==> config.mk <==
export PLATFORM = sky130hd
export DESIGN_NAME = greedy_word_wrap_stream
export DESIGN_NICKNAME = d
export VERILOG_FILES = /design/src/rtl/gwws_pkg.sv /design/src/rtl/gwws_ram.sv /design/src/rtl/gwws_fifo.sv /design/src/rtl/gwws_front.sv /design/src/rtl/gwws_back.sv /design/src/rtl/greedy_word_wrap_stream.sv
export SDC_FILE = /design/constraint.sdc
export NUM_CORES = 1
export LEC_CHECK = 0
export ABC_AREA = 1
export ABC_CLOCK_PERIOD_IN_PS = 4850
export BUFFER_PORTS_ARGS = -buffer_cell sky130_fd_sc_hd__buf_2
export CORE_MARGIN = 2
export CORE_UTILIZATION = 45
export CTS_CLUSTER_SIZE = 40
export DETAILED_ROUTE_END_ITERATION = 10
export GPL_TIMING_DRIVEN = 1
export HOLD_SLACK_MARGIN = 0.1
export SYNTH_ARGS = -nofsm -noshare
export SYNTH_HDL_FRONTEND = slang
export SYNTH_HIERARCHICAL = 1
export SYNTH_SLANG_ARGS = --single-unit
==> constraint.sdc <==
create_clock -name clock -period 4.85 [get_ports clock]
set_input_delay 0 -clock clock [delete_from_list [all_inputs] [get_ports clock]]
set_output_delay 0 -clock clock [all_outputs]
set_load 0.05 [all_outputs]
==> src/rtl/gwws_pkg.sv <==
`timescale 1ns / 1ps

package gwws_pkg;

   // default sizes
   localparam int WORD_BUFFER_BYTES_DEF = 62;
   localparam int MAX_WIDTH_DEF         = 63;

   // fixed field widths
   localparam int WIDTH_W = 6;   // wrap width register
   localparam int CNT_W   = 6;   // word byte / code point counts
   localparam int LINE_W  = 7;   // columns on the current line

   // byte codes
   localparam logic [7:0] CH_SPACE    = 8'h20;
   localparam logic [7:0] CH_NL       = 8'h0A;
   localparam logic [7:0] CH_TAB      = 8'h09;
   localparam logic [7:0] CH_CR       = 8'h0D;
   localparam logic [7:0] CH_VT       = 8'h0B;
   localparam logic [7:0] CH_FF       = 8'h0C;
   localparam logic [7:0] UTF_MASK    = 8'hC0;
   localparam logic [7:0] UTF_CONT    = 8'h80;

   // input kinds
   localparam logic KIND_TEXT = 1'b0;
   localparam logic KIND_END  = 1'b1;

   typedef enum logic [1:0] {
      SEP_NONE,
      SEP_SPACE,
      SEP_NL
   } sep_type;

   typedef enum logic [1:0] {
      TAIL_NONE,
      TAIL_BYTE,
      TAIL_END
   } tail_type;

   typedef enum logic [2:0] {
      BK_IDLE,
      BK_SEP,
      BK_RD,
      BK_WR,
      BK_TAIL
   } back_state_type;

   // one emit job handed from front to back
   typedef struct packed {
      sep_type          sep;
      logic [CNT_W-1:0] len;
      logic             bank;
      tail_type         tail;
      logic [7:0]       tail_byte;
      logic             forced;
   } cmd_type;

   // word buffer bank released by the back end
   typedef struct packed {
      logic valid;
      logic bank;
   } rel_type;

   // one result word
   typedef struct packed {
      logic [7:0] out_byte;
      logic       has_byte;
      logic       last;
      logic       forced_break;
   } rsp_type;

   function automatic logic is_gap(input logic [7:0] b);
      return (b == CH_SPACE) || (b == CH_TAB) || (b == CH_CR) ||
             (b == CH_VT) || (b == CH_FF);
   endfunction

endpackage

==> src/rtl/gwws_ram.sv <==
`timescale 1ns / 1ps

module gwws_ram #(
   parameter int WIDTH = 8,
   parameter int DEPTH = 128
) (
   input  logic                     clock,
   input  logic                     wr_en,
   input  logic [$clog2(DEPTH)-1:0] wr_addr,
   input  logic [WIDTH-1:0]         wr_data,
   input  logic                     rd_en,
   input  logic [$clog2(DEPTH)-1:0] rd_addr,
   output logic [WIDTH-1:0]         rd_data
);

   logic [WIDTH-1:0] mem_ff [DEPTH];
   logic [WIDTH-1:0] rd_data_ff;

   always_ff @(posedge clock) begin
      if (wr_en) begin
         mem_ff[wr_addr] <= wr_data;
      end
      if (rd_en) begin
         rd_data_ff <= mem_ff[rd_addr];
      end
   end

   assign rd_data = rd_data_ff;

endmodule

==> src/rtl/gwws_fifo.sv <==
`timescale 1ns / 1ps

module gwws_fifo #(
   parameter int WIDTH = 8,
   parameter int DEPTH = 2
) (
   input  logic             clock,
   input  logic             reset,
   input  logic             push,
   input  logic [WIDTH-1:0] wr_data,
   output logic             full,
   input  logic             pop,
   output logic [WIDTH-1:0] rd_data,
   output logic             empty
);

   localparam int PW = (DEPTH > 1) ? $clog2(DEPTH) : 1;
   localparam int CW = $clog2(DEPTH + 1);

   logic [WIDTH-1:0] mem_ff [DEPTH];
   logic [PW-1:0]    wr_ptr_ff, wr_ptr_in;
   logic [PW-1:0]    rd_ptr_ff, rd_ptr_in;
   logic [CW-1:0]    count_ff, count_in;
   logic             do_push, do_pop;

   assign full    = (count_ff == CW'(DEPTH));
   assign empty   = (count_ff == '0);
   assign do_push = push && !full;
   assign do_pop  = pop && !empty;
   assign rd_data = mem_ff[rd_ptr_ff];

   always_comb begin
      wr_ptr_in = wr_ptr_ff;
      rd_ptr_in = rd_ptr_ff;
      count_in  = count_ff;
      if (do_push) begin
         wr_ptr_in = (wr_ptr_ff == PW'(DEPTH - 1)) ? '0 : wr_ptr_ff + 1'b1;
      end
      if (do_pop) begin
         rd_ptr_in = (rd_ptr_ff == PW'(DEPTH - 1)) ? '0 : rd_ptr_ff + 1'b1;
      end
      unique case ({do_push, do_pop})
         2'b10:   count_in = count_ff + 1'b1;
         2'b01:   count_in = count_ff - 1'b1;
         default: count_in = count_ff;
      endcase
   end

   always_ff @(posedge clock) begin
      if (reset) begin
         wr_ptr_ff <= '0;
         rd_ptr_ff <= '0;
         count_ff  <= '0;
      end else begin
         wr_ptr_ff <= wr_ptr_in;
         rd_ptr_ff <= rd_ptr_in;
         count_ff  <= count_in;
      end
   end

   always_ff @(posedge clock) begin
      if (do_push) begin
         mem_ff[wr_ptr_ff] <= wr_data;
      end
   end

endmodule

==> src/rtl/gwws_front.sv <==
`timescale 1ns / 1ps

module gwws_front #(
   parameter int WORD_BUFFER_BYTES = gwws_pkg::WORD_BUFFER_BYTES_DEF,
   parameter int MAX_WIDTH         = gwws_pkg::MAX_WIDTH_DEF
) (
   input  logic                                  clock,
   input  logic                                  reset,
   input  logic [gwws_pkg::WIDTH_W-1:0]          wrap_width,
   input  logic                                  push,
   output logic                                  full,
   input  logic                                  kind,
   input  logic [7:0]                            text_byte,
   output logic                                  cmd_push,
   output gwws_pkg::cmd_type                     cmd,
   input  logic                                  cmd_full,
   input  gwws_pkg::rel_type                     rel,
   output logic                                  wr_en,
   output logic [$clog2(WORD_BUFFER_BYTES):0]    wr_addr,
   output logic [7:0]                            wr_data
);

   localparam int AW = $clog2(WORD_BUFFER_BYTES);
   localparam int CW = gwws_pkg::CNT_W;
   localparam int LW = gwws_pkg::LINE_W;

   logic [LW-1:0] line_chars_ff, line_chars_in;
   logic          line_has_word_ff, line_has_word_in;
   logic [CW-1:0] pend_bytes_ff, pend_bytes_in;
   logic [CW-1:0] pend_chars_ff, pend_chars_in;
   logic          bank_ff, bank_in;
   logic [1:0]    busy_ff, busy_in;

   logic [gwws_pkg::WIDTH_W-1:0] width;
   logic [LW:0]                  fit_sum;
   gwws_pkg::sep_type            pl_sep;
   logic [LW-1:0]                pl_line;
   logic                         has_word;
   logic                         store_full;
   logic                         accept;
   logic                         is_lead;
   logic                         set_busy;

   // widths above the limit act as the limit
   assign width = (wrap_width > gwws_pkg::WIDTH_W'(MAX_WIDTH)) ?
                  gwws_pkg::WIDTH_W'(MAX_WIDTH) : wrap_width;

   assign has_word   = (pend_bytes_ff != '0);
   assign store_full = (pend_bytes_ff == CW'(WORD_BUFFER_BYTES));
   assign is_lead    = ((text_byte & gwws_pkg::UTF_MASK) != gwws_pkg::UTF_CONT);

   // a bank still being read back blocks new writes into it
   assign full   = cmd_full || busy_ff[bank_ff] || (store_full && busy_ff[!bank_ff]);
   assign accept = push && !full;

   // separator choice for placing the held word
   assign fit_sum = (LW+1)'(line_chars_ff) + (LW+1)'(1) + (LW+1)'(pend_chars_ff);
   always_comb begin
      if (line_has_word_ff) begin
         if (fit_sum <= (LW+1)'(width)) begin
            pl_sep  = gwws_pkg::SEP_SPACE;
            pl_line = fit_sum[LW-1:0];
         end else begin
            pl_sep  = gwws_pkg::SEP_NL;
            pl_line = LW'(pend_chars_ff);
         end
      end else begin
         pl_sep  = gwws_pkg::SEP_NONE;
         pl_line = LW'(pend_chars_ff);
      end
   end

   always_comb begin
      line_chars_in    = line_chars_ff;
      line_has_word_in = line_has_word_ff;
      pend_bytes_in    = pend_bytes_ff;
      pend_chars_in    = pend_chars_ff;
      bank_in          = bank_ff;
      set_busy         = 1'b0;
      cmd_push         = 1'b0;
      cmd.sep          = has_word ? pl_sep : gwws_pkg::SEP_NONE;
      cmd.len          = pend_bytes_ff;
      cmd.bank         = bank_ff;
      cmd.tail         = gwws_pkg::TAIL_NONE;
      cmd.tail_byte    = text_byte;
      cmd.forced       = 1'b0;
      wr_en            = 1'b0;
      wr_addr          = {bank_ff, pend_bytes_ff[AW-1:0]};
      wr_data          = text_byte;

      if (accept) begin
         priority if (width == '0) begin
            // pass-through: held word goes out raw
            cmd_push         = 1'b1;
            cmd.sep          = gwws_pkg::SEP_NONE;
            cmd.tail         = (kind == gwws_pkg::KIND_END) ?
                               gwws_pkg::TAIL_END : gwws_pkg::TAIL_BYTE;
            set_busy         = has_word;
            pend_bytes_in    = '0;
            pend_chars_in    = '0;
            line_chars_in    = '0;
            line_has_word_in = 1'b0;
         end else if (kind == gwws_pkg::KIND_END || text_byte == gwws_pkg::CH_NL) begin
            cmd_push         = 1'b1;
            cmd.tail         = (kind == gwws_pkg::KIND_END) ?
                               gwws_pkg::TAIL_END : gwws_pkg::TAIL_BYTE;
            set_busy         = has_word;
            pend_bytes_in    = '0;
            pend_chars_in    = '0;
            line_chars_in    = '0;
            line_has_word_in = 1'b0;
         end else if (gwws_pkg::is_gap(text_byte)) begin
            if (has_word) begin
               cmd_push         = 1'b1;
               set_busy         = 1'b1;
               pend_bytes_in    = '0;
               pend_chars_in    = '0;
               line_chars_in    = pl_line;
               line_has_word_in = 1'b1;
            end
         end else if (store_full) begin
            // word store full: place what is held, new byte opens the next word
            cmd_push         = 1'b1;
            cmd.forced       = 1'b1;
            set_busy         = 1'b1;
            line_chars_in    = pl_line;
            line_has_word_in = 1'b1;
            wr_en            = 1'b1;
            wr_addr          = {!bank_ff, AW'(0)};
            pend_bytes_in    = CW'(1);
            pend_chars_in    = CW'(is_lead);
         end else begin
            wr_en         = 1'b1;
            pend_bytes_in = pend_bytes_ff + 1'b1;
            pend_chars_in = pend_chars_ff + CW'(is_lead);
         end
         if (set_busy) begin
            bank_in = !bank_ff;
         end
      end
   end

   always_comb begin
      busy_in = busy_ff;
      if (rel.valid) begin
         busy_in[rel.bank] = 1'b0;
      end
      if (set_busy) begin
         busy_in[bank_ff] = 1'b1;
      end
   end

   always_ff @(posedge clock) begin
      if (reset) begin
         line_chars_ff    <= '0;
         line_has_word_ff <= 1'b0;
         pend_bytes_ff    <= '0;
         pend_chars_ff    <= '0;
         bank_ff          <= 1'b0;
         busy_ff          <= '0;
      end else begin
         line_chars_ff    <= line_chars_in;
         line_has_word_ff <= line_has_word_in;
         pend_bytes_ff    <= pend_bytes_in;
         pend_chars_ff    <= pend_chars_in;
         bank_ff          <= bank_in;
         busy_ff          <= busy_in;
      end
   end

endmodule

==> src/rtl/gwws_back.sv <==
`timescale 1ns / 1ps

module gwws_back #(
   parameter int WORD_BUFFER_BYTES = gwws_pkg::WORD_BUFFER_BYTES_DEF
) (
   input  logic                               clock,
   input  logic                               reset,
   input  logic                               cmd_empty,
   input  gwws_pkg::cmd_type                  cmd_rd,
   output logic                               cmd_pop,
   output gwws_pkg::rel_type                  rel,
   output logic                               rd_en,
   output logic [$clog2(WORD_BUFFER_BYTES):0] rd_addr,
   input  logic [7:0]                         rd_data,
   output logic                               out_push,
   output gwws_pkg::rsp_type                  out_data,
   input  logic                               out_full
);

   localparam int AW = $clog2(WORD_BUFFER_BYTES);
   localparam int CW = gwws_pkg::CNT_W;

   gwws_pkg::back_state_type state_ff, state_in;
   gwws_pkg::cmd_type        cmd_ff, cmd_in;
   logic [CW-1:0]            idx_ff, idx_in;
   logic                     last_byte;

   assign last_byte = ((idx_ff + 1'b1) == cmd_ff.len);
   assign rd_addr   = {cmd_ff.bank, idx_ff[AW-1:0]};

   always_comb begin
      state_in              = state_ff;
      cmd_in                = cmd_ff;
      idx_in                = idx_ff;
      cmd_pop               = 1'b0;
      rel.valid             = 1'b0;
      rel.bank              = cmd_ff.bank;
      rd_en                 = 1'b0;
      out_push              = 1'b0;
      out_data.out_byte     = rd_data;
      out_data.has_byte     = 1'b1;
      out_data.last         = 1'b0;
      out_data.forced_break = cmd_ff.forced;

      unique case (state_ff)
         gwws_pkg::BK_IDLE: begin
            if (!cmd_empty) begin
               cmd_pop = 1'b1;
               cmd_in  = cmd_rd;
               idx_in  = '0;
               priority if (cmd_rd.sep != gwws_pkg::SEP_NONE) begin
                  state_in = gwws_pkg::BK_SEP;
               end else if (cmd_rd.len != '0) begin
                  state_in = gwws_pkg::BK_RD;
               end else if (cmd_rd.tail != gwws_pkg::TAIL_NONE) begin
                  state_in = gwws_pkg::BK_TAIL;
               end else begin
                  state_in = gwws_pkg::BK_IDLE;
               end
            end
         end
         gwws_pkg::BK_SEP: begin
            out_data.out_byte = (cmd_ff.sep == gwws_pkg::SEP_SPACE) ?
                                gwws_pkg::CH_SPACE : gwws_pkg::CH_NL;
            if (!out_full) begin
               out_push = 1'b1;
               state_in = gwws_pkg::BK_RD;
            end
         end
         gwws_pkg::BK_RD: begin
            rd_en    = 1'b1;
            state_in = gwws_pkg::BK_WR;
         end
         gwws_pkg::BK_WR: begin
            out_data.last = last_byte && (cmd_ff.tail == gwws_pkg::TAIL_NONE);
            if (!out_full) begin
               out_push = 1'b1;
               idx_in   = idx_ff + 1'b1;
               if (last_byte) begin
                  rel.valid = 1'b1;
                  state_in  = (cmd_ff.tail != gwws_pkg::TAIL_NONE) ?
                              gwws_pkg::BK_TAIL : gwws_pkg::BK_IDLE;
               end else begin
                  state_in = gwws_pkg::BK_RD;
               end
            end
         end
         gwws_pkg::BK_TAIL: begin
            out_data.last = 1'b1;
            if (cmd_ff.tail == gwws_pkg::TAIL_END) begin
               out_data.out_byte = 8'h00;
               out_data.has_byte = 1'b0;
            end else begin
               out_data.out_byte = cmd_ff.tail_byte;
            end
            if (!out_full) begin
               out_push = 1'b1;
               state_in = gwws_pkg::BK_IDLE;
            end
         end
         default: begin
            state_in = gwws_pkg::BK_IDLE;
         end
      endcase
   end

   always_ff @(posedge clock) begin
      if (reset) begin
         state_ff <= gwws_pkg::BK_IDLE;
      end else begin
         state_ff <= state_in;
      end
   end

   always_ff @(posedge clock) begin
      cmd_ff <= cmd_in;
      idx_ff <= idx_in;
   end

endmodule

==> src/rtl/greedy_word_wrap_stream.sv <==
`timescale 1ns / 1ps

// Greedy word wrap on a UTF-8 byte stream. Each input word is a text byte or an end-of-text
// mark; results are the wrapped bytes, with last set on the final result caused by one input
// and an end marker (has_byte low) closing each text. A front end takes one input per cycle
// while full is low, tracks the line and the word being gathered, and stores word bytes into
// one of two banks of a word buffer RAM. When a word is complete it queues a short emit job;
// the back end then takes the job, plays out the separator, reads each buffered byte from the
// RAM and then outputs it, and plays out any trailing byte (a newline, or the raw byte in
// pass-through) or end marker, taking no new job before that. Input stalls (full high) when
// the job queue is full or when the next word would go into a bank whose previous word is
// still being read out.
// wrap_width may only be changed while the block is idle.

module greedy_word_wrap_stream #(
   parameter int WORD_BUFFER_BYTES = gwws_pkg::WORD_BUFFER_BYTES_DEF,
   parameter int MAX_WIDTH         = gwws_pkg::MAX_WIDTH_DEF
) (
   input  logic                         clock,
   input  logic                         reset,
   // input words
   input  logic                         push,
   output logic                         full,
   input  logic                         req_kind,
   input  logic [7:0]                   req_text_byte,
   // result words
   output logic                         empty,
   input  logic                         pop,
   output logic [7:0]                   rsp_out_byte,
   output logic                         rsp_has_byte,
   output logic                         rsp_last,
   output logic                         rsp_forced_break,
   // wrap width register
   input  logic                         csr_valid,
   output logic                         csr_ready,
   input  logic [gwws_pkg::WIDTH_W-1:0] csr_wrap_width
);

   localparam int RAM_AW    = $clog2(WORD_BUFFER_BYTES) + 1;
   localparam int RAM_DEPTH = 1 << RAM_AW;
   localparam int CMD_DEPTH = 4;
   localparam int OUT_DEPTH = 2;

   logic [gwws_pkg::WIDTH_W-1:0] wrap_width_ff, wrap_width_in;

   gwws_pkg::cmd_type cmd_wr, cmd_rd;
   logic              cmd_push, cmd_pop, cmd_full, cmd_empty;
   gwws_pkg::rel_type rel;

   logic              ram_wr_en, ram_rd_en;
   logic [RAM_AW-1:0] ram_wr_addr, ram_rd_addr;
   logic [7:0]        ram_wr_data, ram_rd_data;

   gwws_pkg::rsp_type out_wr, out_rd;
   logic              out_push, out_full;

   // config register, always ready
   assign csr_ready     = 1'b1;
   assign wrap_width_in = (csr_valid && csr_ready) ? csr_wrap_width : wrap_width_ff;

   always_ff @(posedge clock) begin
      if (reset) begin
         wrap_width_ff <= '0;
      end else begin
         wrap_width_ff <= wrap_width_in;
      end
   end

   // classify input, track line state, fill word buffer
   gwws_front #(
      .WORD_BUFFER_BYTES (WORD_BUFFER_BYTES),
      .MAX_WIDTH         (MAX_WIDTH)
   ) u_front (
      .clock      (clock),
      .reset      (reset),
      .wrap_width (wrap_width_ff),
      .push       (push),
      .full       (full),
      .kind       (req_kind),
      .text_byte  (req_text_byte),
      .cmd_push   (cmd_push),
      .cmd        (cmd_wr),
      .cmd_full   (cmd_full),
      .rel        (rel),
      .wr_en      (ram_wr_en),
      .wr_addr    (ram_wr_addr),
      .wr_data    (ram_wr_data)
   );

   // emit jobs between front and back
   gwws_fifo #(
      .WIDTH ($bits(gwws_pkg::cmd_type)),
      .DEPTH (CMD_DEPTH)
   ) u_cmd_fifo (
      .clock   (clock),
      .reset   (reset),
      .push    (cmd_push),
      .wr_data (cmd_wr),
      .full    (cmd_full),
      .pop     (cmd_pop),
      .rd_data (cmd_rd),
      .empty   (cmd_empty)
   );

   // two-bank word buffer
   gwws_ram #(
      .WIDTH (8),
      .DEPTH (RAM_DEPTH)
   ) u_word_ram (
      .clock   (clock),
      .wr_en   (ram_wr_en),
      .wr_addr (ram_wr_addr),
      .wr_data (ram_wr_data),
      .rd_en   (ram_rd_en),
      .rd_addr (ram_rd_addr),
      .rd_data (ram_rd_data)
   );

   // play out separator, word bytes and tail
   gwws_back #(
      .WORD_BUFFER_BYTES (WORD_BUFFER_BYTES)
   ) u_back (
      .clock     (clock),
      .reset     (reset),
      .cmd_empty (cmd_empty),
      .cmd_rd    (cmd_rd),
      .cmd_pop   (cmd_pop),
      .rel       (rel),
      .rd_en     (ram_rd_en),
      .rd_addr   (ram_rd_addr),
      .rd_data   (ram_rd_data),
      .out_push  (out_push),
      .out_data  (out_wr),
      .out_full  (out_full)
   );

   // result queue decouples the back end from the consumer
   gwws_fifo #(
      .WIDTH ($bits(gwws_pkg::rsp_type)),
      .DEPTH (OUT_DEPTH)
   ) u_out_fifo (
      .clock   (clock),
      .reset   (reset),
      .push    (out_push),
      .wr_data (out_wr),
      .full    (out_full),
      .pop     (pop),
      .rd_data (out_rd),
      .empty   (empty)
   );

   assign rsp_out_byte     = out_rd.out_byte;
   assign rsp_has_byte     = out_rd.has_byte;
   assign rsp_last         = out_rd.last;
   assign rsp_forced_break = out_rd.forced_break;

endmodule

==> impl_metrics.toml, run 1 <==
[synthesis]
ys_seq_elements = 1206
synth.yosys.seq_area_share_pct = 70.6
synth_cell_types = 43
synth_fp_nets = 4517
synth_edf_count = 1160
ys.flop_type = "edfxtp_1"
async_reset_ff_share_pct = 0
netlist_instances = 4470
avgSynthCellArea_um2 = 11.3
yosysWarningCount = 6
netlist_area_mm2 = 0.0506

[clock_tree]
cts.sinks = 1206
cts_root_buf = "clkbuf_16"
clkLatencyLatePin_ps = 710
path_clk_slew_ps = 60
cts_tree = "yes"
clockBufferDepth = 3
cts_max_level = 3
cts_buffers = 121

[sta]
maxSlewViolCount = 0
min_period_over_period_pct = 82.0
period_minus_slack_ps = 3980
hold_violations = 0
skew_ps = 22.8
setup_viol = 0
tightest_slew_ps = 1090
rsz0062_at_grt = "false"
tns_ps = 0
fmax_mhz = 251
max_slew_margin_pct = 27.4

[pwr]
ir_drop_v = 0.000757
power_density_mw_per_mm2 = 555
power.leakage_nw = 20.3

[die]
boundaryPins = 34
rows = 123
die_area_mm2 = 0.115
core_mm2 = 0.112
die_h_um = 339
dieWidth_um = 339
start_util_pct = 45.2

[route]
routed_via_density = 5.46
wl_met3_mm = 9.12
drcViolationCount = 0
vias = 33200
postRouteAntennaNets = 0
wl_mm = 130
wl_met1_mm = 55.3
routed-wl-met2_mm = 62.4
highest_layer = "met4"
drt_iter0_drc = 3778
avgRoutedWirePerCell_um = 21.4
dr.pass1.iters = 6

[finish]
final_common_cell = "nand2_1"
fillers = 10000
final_core_util_pct = 50.1
syn_to_final_growth_pct = 11.0
diodes = 0
fin_nets = 4527
multi_input_area_mm2 = 0.0127
sequential_cell_area_mm2 = 0.0358
stdcell_count = 6084
drive_gt1_share_pct = 7.57
most-common-layout-cells = "nand2_1 (1,385), edfxtp_1 (1,160), nand3_1 (974), nor2_1 (259), inv_1 (131)"

[min_path]
min-delay-start = "req_text_byte[2]"
worstHoldPathType = "input port to flip-flop"
holdPathEnd = "u_word_ram/mem_ff[95][2]"
hold_depth = 2

[critical_path]
slowest_stage = "nor2_1"
crit_fanout = 8
start_kind = "flip-flop"
r2r.worst_path.cells = 12
r2r_start = "u_front/pend_bytes_ff[0]"
crit_arrival_ps = 4310
r2r-end = "u_word_ram/mem_ff[4][3]"
cp-end-kind = "flip-flop"
slowest_delay_ps = 710
reg2reg_slack_ps = 870
crit_chain = "inv_1 > ha_1 > inv_1 > nor3_4 > nand2_2 > nand3_2 > nor3_2 > nand2_1 > xor2_1 > nor2_1 > nand2_1 > nor2_1"
crit_type = "flip-flop to flip-flop"
required_ps = 5180

[outcome]
status = "complete, no violations"

[global_routing]
grt_usage_pct = 22.3
grt_max_degree = 257
grt_pass1_vias = 31800
overflow = 0
antenna_found_initial = 0
grt_pass1_wl_mm = 195

[placement]
dp.cells = 5809
io_buffers = 32
routabilityCongestion = 0.872
place_hpwl_mm = 76.5

[flow_run]
maxCapViolCount = 0
-- metal layers --
layer / global-route usage (%) / vias up
met3: 3.19 / 226
li1: - / 15600
met4: 6.61 / 0
met2: 36.4 / 1230
met1: 31.0 / 16200
met5: 0 / -
-- flip-flops by register name, indices dropped and copies added, names as in the netlist, 2 cells and up, named ones only --
register               count
u_word_ram/mem_ff       1024
u_out_fifo/mem_ff         22
u_cmd_fifo/rd_ptr_ff       2
u_back/idx_ff              6
u_cmd_fifo/mem_ff         80
u_cmd_fifo/wr_ptr_ff       2
u_front/busy_ff            2
u_front/line_chars_ff      7
u_back/state_ff            3
wrap_width_ff              6
u_cmd_fifo/count_ff        3
u_out_fifo/count_ff        2
u_back/cmd_ff             18
u_front/pend_bytes_ff      6
u_front/pend_chars_ff      6
u_word_ram/rd_data         8
-- area by class of cell --
cell class / instances / share of cell area (%)
well taps: 1500 / 3.34
multi-input cells: 2842 / 22.6
inverters: 150 / 1.05
clock buffers: 156 / 5.79
repair buffers: 159 / 2.40
flip-flops and latches: 1206 / 63.7
clock inverters: 71 / 1.15
-- through the flow --
stage | setup slack [ps] | hold WS [ps] | total power [W] | area, um2
2_1_floorplan | 1860 | 62.4 | 0.0193 | 50600
3_3_place_gp | 987 | 227 | 0.0221 | 51800
3_5_place_dp | 900 | 231 | 0.0222 | 51800
4_1_cts | 881 | 131 | 0.0313 | 56200
5_1_grt | 616 | 155 | 0.0327 | 56200
6_report | 872 | 171 | 0.0312 | 56200
-- synthesized netlist by cell type, types with 4 or more instances --
cell type | instances | area [um2]
nand4_1 | 17 | 106
inv_2 | 16 | 60.1
nand2_2 | 9 | 56.3
o22ai_1 | 20 | 125
nor2_4 | 6 | 67.6
buf_4 | 63 | 473
dfxtp_1 | 46 | 921
buf_2 | 129 | 646
nor2_1 | 263 | 987
mux2_2 | 11 | 124
clkbuf_1 | 41 | 154
nand2_1 | 1385 | 5200
nand3_1 | 974 | 4870
buf_1 | 14 | 52.6
nand3b_1 | 4 | 30.0
a21oi_1 | 20 | 100
buf_6 | 25 | 282
xor2_1 | 4 | 35.0
ha_1 | 25 | 313
o21ai_1 | 43 | 215
inv_1 | 132 | 495
o21ai_0 | 11 | 55.1
nor3_1 | 14 | 70.1
edfxtp_1 | 1160 | 34800
a22o_1 | 5 | 43.8
nor2_2 | 7 | 43.8
-- kinds of logic after synthesis --
family	Yosys count	share of synthesized area, %
simple gates	2688	22.8
flops	1206	70.6
buf+inv	422	4.30
compound gates	111	1.28
fa+ha+maj	27	0.697
mux	11	0.245
xor+xnor	4	0.0692
other cells	1	0.00741
-- critical path, delay by kind of cell, from the launching register on --
family                     cells  cell delay [ps]
and+or+nand+nor                8             2440
DFF                            1              440
xor gates and xnor gates       1              260
buffers and inverters          2              230
adders and majority gates      1              210
-- where the power goes --
part / internal, W / total, W / leakage [nW] / switching, W
sequential: 0.0119 / 0.0121 / 10.8 / 0.000247
clock: 0.00516 / 0.00907 / 1.89 / 0.00391
combinational: 0.00264 / 0.0100 / 7.53 / 0.00737
-- how the worst max path moves through the flow --
| stage | slack, ps | cells past startpoint | from | to |
|---|---|---|---|---|
| floorplan | 1860 | 13 | u_front/pend_bytes_ff[0] | u_word_ram/mem_ff[83][0] |
| global placement | 990 | 12 | u_front/pend_bytes_ff[0] | u_word_ram/mem_ff[4][5] |
| detailed placement | 900 | 12 | u_front/pend_bytes_ff[0] | u_word_ram/mem_ff[4][5] |
| CTS | 880 | 12 | u_front/pend_bytes_ff[0] | u_word_ram/mem_ff[4][1] |
| global route | 620 | 12 | u_front/pend_bytes_ff[0] | u_word_ram/mem_ff[4][7] |
| finish | 870 | 12 | u_front/pend_bytes_ff[0] | u_word_ram/mem_ff[4][3] |
-- repair_timing --
item,4_1_cts,5_1_grt
resized for setup,0,0
hold endpoints to repair,238,0
hold buffers,48,0
setup buffers,0,0
(Power assumes the default switching activity.)
==> run 2: changes to the inputs <==
Settings changed: ABC_AREA 1 to 0, ABC_CLOCK_PERIOD_IN_PS 4850 to 3650.
Clock period 4.85 ns to 3.65 ns, I/O delays scaled along.
==> run 2 against run 1 <==
Worst hold slack got worse by 21 ps; synthesized cell count fell by 50%; cell area shrank 0.73%; first-iteration DRC count fell by 31%; power rose by 23%; count of clock-buffer cells in the layout decreased by 9; final cell count decreased by 34%; sequential power increased by 32%; sequential share of layout area grew 0.47 points.
==> impl_metrics.toml, run 2 <==
[critical_path]
required_ps = 4030
crit_top_cell = "buf_4"
crit_chain = "nor4_1 > a21oi_1 > o311ai_2 > nor3_2 > buf_4 > nor2_2 > buf_4 > nand3_1 > buf_4 > nor2_1 > buf_4"
r2r-end = "u_word_ram/mem_ff[105][2]"
slowest_delay_ps = 480
cp-end-kind = "flip-flop"
slowest_stage = "nor4_1"
reg2reg_slack_ps = 160
r2r.worst_path.cells = 11
crit_type = "flip-flop to flip-flop"
crit_fanout = 16
crit_arrival_ps = 3870
start_kind = "flip-flop"
r2r_start = "wrap_width_ff[0]"

[outcome]
status = "complete, no violations"

[synthesis]
synth.yosys.seq_area_share_pct = 75.0
synth-adder-area-share_pct = 0.740
yosysTopAreaCell = "edfxtp_1"
async_reset_ff_share_pct = 0
ys_top_cells_by_area = "edfxtp_1 (73%), mux4_2 (17%), dfxtp_1 (1.9%)"
synth-simple-area-share_pct = 3.20
synth_fp_nets = 2263
yosysWarningCount = 6
synth-compound-area-share_pct = 1.18
synth_mux_area_share_pct = 17.7
synth_xor_area_share_pct = 0.580
avgSynthCellArea_um2 = 21.5
synth_edf_count = 1160
ys_seq_elements = 1206
synth_top_family_by_area = "multiplexers"
synth_common_cells = "edfxtp_1 (1,160), mux4_2 (356), nor2_1 (177)"
synth_most_common_cell = "edfxtp_1"
synth_cell_types = 72
netlist_instances = 2216
synth_top_area_share_pct = 73.1
netlist_area_mm2 = 0.0477
ys.flop_type = "edfxtp_1"

[min_path]
holdPathEnd = "u_cmd_fifo/mem_ff[0][3]"
hold_depth = 2
worstHoldPathType = "input port to flip-flop"
min-delay-start = "req_text_byte[2]"

[die]
rows = 119
boundaryPins = 34
die_area_mm2 = 0.109
start_util_pct = 45.3
die_h_um = 329
core_mm2 = 0.105
dieWidth_um = 329

[global_routing]
grt_pass1_vias = 23700
grt_pass1_wl_mm = 161
grt_max_degree = 101
antenna_found_initial = 7
grt_usage_pct = 20.4
overflow = 0

[route]
avgRoutedWirePerCell_um = 27.2
drt_iter0_drc = 2597
dr.pass1.iters = 5
vias = 23100
postRouteAntennaNets = 0
drcViolationCount = 0
wl_mm = 109
routed_via_density = 5.75

[placement]
place_hpwl_mm = 68.8
io_buffers = 32
routabilityCongestion = 0.812
dp.cells = 3756

[sta]
tns_ps = 0
fin_hold_ws_ps = 150
tightest_slew_ps = 1190
skew_ps = 20.3
period_minus_slack_ps = 3490
rsz0062_at_grt = "false"
fmax_mhz = 287
maxSlewViolCount = 0
max_slew_margin_pct = 20.5
hold_violations = 0
setup_viol = 0
min_period_over_period_pct = 95.6

[pwr]
power.leakage_nw = 18.0
ir_drop_v = 0.000650
power_density_mw_per_mm2 = 690

[clock_tree]
clockBufferDepth = 3
cts_buffers = 118
cts.sinks = 1206
clkLatencyLatePin_ps = 690
postCtsSetupRepairBufs = 0
cts_root_buf = "clkbuf_16"
cts_max_level = 3
cts_tree = "yes"
path_clk_slew_ps = 60

[finish]
largestRegisters = "u_word_ram/mem_ff x1024, u_cmd_fifo/mem_ff x80, u_out_fifo/mem_ff x22"
fillers = 8118
largest_reg_flops = 1024
fin_nets = 2574
syn_to_final_growth_pct = 17.0
stdcell_count = 4022
drive_gt1_share_pct = 33.0
final_common_cell = "edfxtp_1"
diodes = 0
regMostFlops = "u_word_ram/mem_ff"
most-common-layout-cells = "edfxtp_1 (1,160), mux4_2 (356), buf_4 (223), nor2_1 (175), clkbuf_16 (121)"

[flow_run]
maxCapViolCount = 0
[run 2: cell types whose count changed after synthesis, sizes merged, moves of 15 or more]
cell	before	now
buf	231	74
inv	149	27
mux2i	0	17
mux4	0	356
nand2	1394	33
nand3	977	21
nor2	277	179
nor2b	0	16
o21ai	54	13
o22ai	20	1
xor2	4	19
[run 2: per-stage QoR]
stage / worst slack, ps / instance area [um2] / utilization (%) / total power [W]
after global routing: 35.8 / 55800 / 53.0 / 0.0398
final: 161 / 55800 / 53.0 / 0.0385
after floorplan: 42.9 / 47700 / - / 0.0226
after global placement: -295 / 51100 / 48.6 / 0.0259
after detailed placement: -220 / 51100 / 48.6 / 0.0260
after CTS: 28.8 / 55700 / 53.0 / 0.0389
[run 2: worst max-delay path by stage]
stage	from	to	slack [ps]	cells past startpoint
2_1_floorplan	u_back/state_ff[1]	u_cmd_fifo/count_ff[2]	40	10
3_3_place_gp	wrap_width_ff[0]	u_word_ram/mem_ff[46][5]	-290	11
3_5_place_dp	wrap_width_ff[0]	u_word_ram/mem_ff[46][5]	-220	11
4_1_cts	wrap_width_ff[0]	u_word_ram/mem_ff[37][6]	30	11
5_1_grt	u_front/line_chars_ff[0]	u_front/line_chars_ff[1]	40	16
6_report	wrap_width_ff[0]	u_word_ram/mem_ff[105][2]	160	11
[run 2: final cells by class]
class                   instances  area, um2  share of cell area [%]
repair buffers                318       2800                    5.01
well taps                    1391       1740                    3.12
flip-flops and latches       1206      35800                    64.1
multi-input cells             856      11200                    20.1
clock buffers                 147       3190                    5.71
inverters                      27        101                   0.182
clock inverters                77        986                    1.77
[run 2: per-layer routing]
layer	track usage (%)	up-vias	part of all wire, %
met5	0	-	0.013
met4	5.73	2	2.3
met3	3.63	145	6.8
met2	32.7	806	49
met1	29.2	12300	42
li1	-	9819	-
[run 2: cell families after synthesis]
| logic type | count (synthesis) |
|---|---|
| multiplexers | 394 |
| flip-flops | 1206 |
| XOR/XNOR | 30 |
| buffers and inverters | 154 |
| AO/OA/AOI/OAI | 80 |
| adder cells (fa/ha/maj) | 27 |
| AND/OR/NAND/NOR | 324 |
| other | 1 |
[run 2: timing repair]
| item | CTS | global route |
|---|---|---|
| cloned | 0 | 0 |
| hold buffers | 42 | 0 |
| setup endpoints to repair | 192 | 437 |
| hold endpoints to repair | 373 | 0 |
| resized for setup | 2 | 8 |
[run 2: report_power, final]
| part | internal (W) | switching (W) |
|---|---|---|
| Sequential | 0.0157 | 0.000356 |
| Clock | 0.00781 | 0.00509 |
| Combinational | 0.00467 | 0.00490 |
| Total | 0.0281 | 0.0103 |
[run 2: worst max-delay path, delay by kind of cell (launching register included)]
family,cells,cell delay (ps)
buffers and inverters,4,1040
AOI/OAI and AO/OA,2,460
DFF,1,330
and+or+nand+nor,5,1320
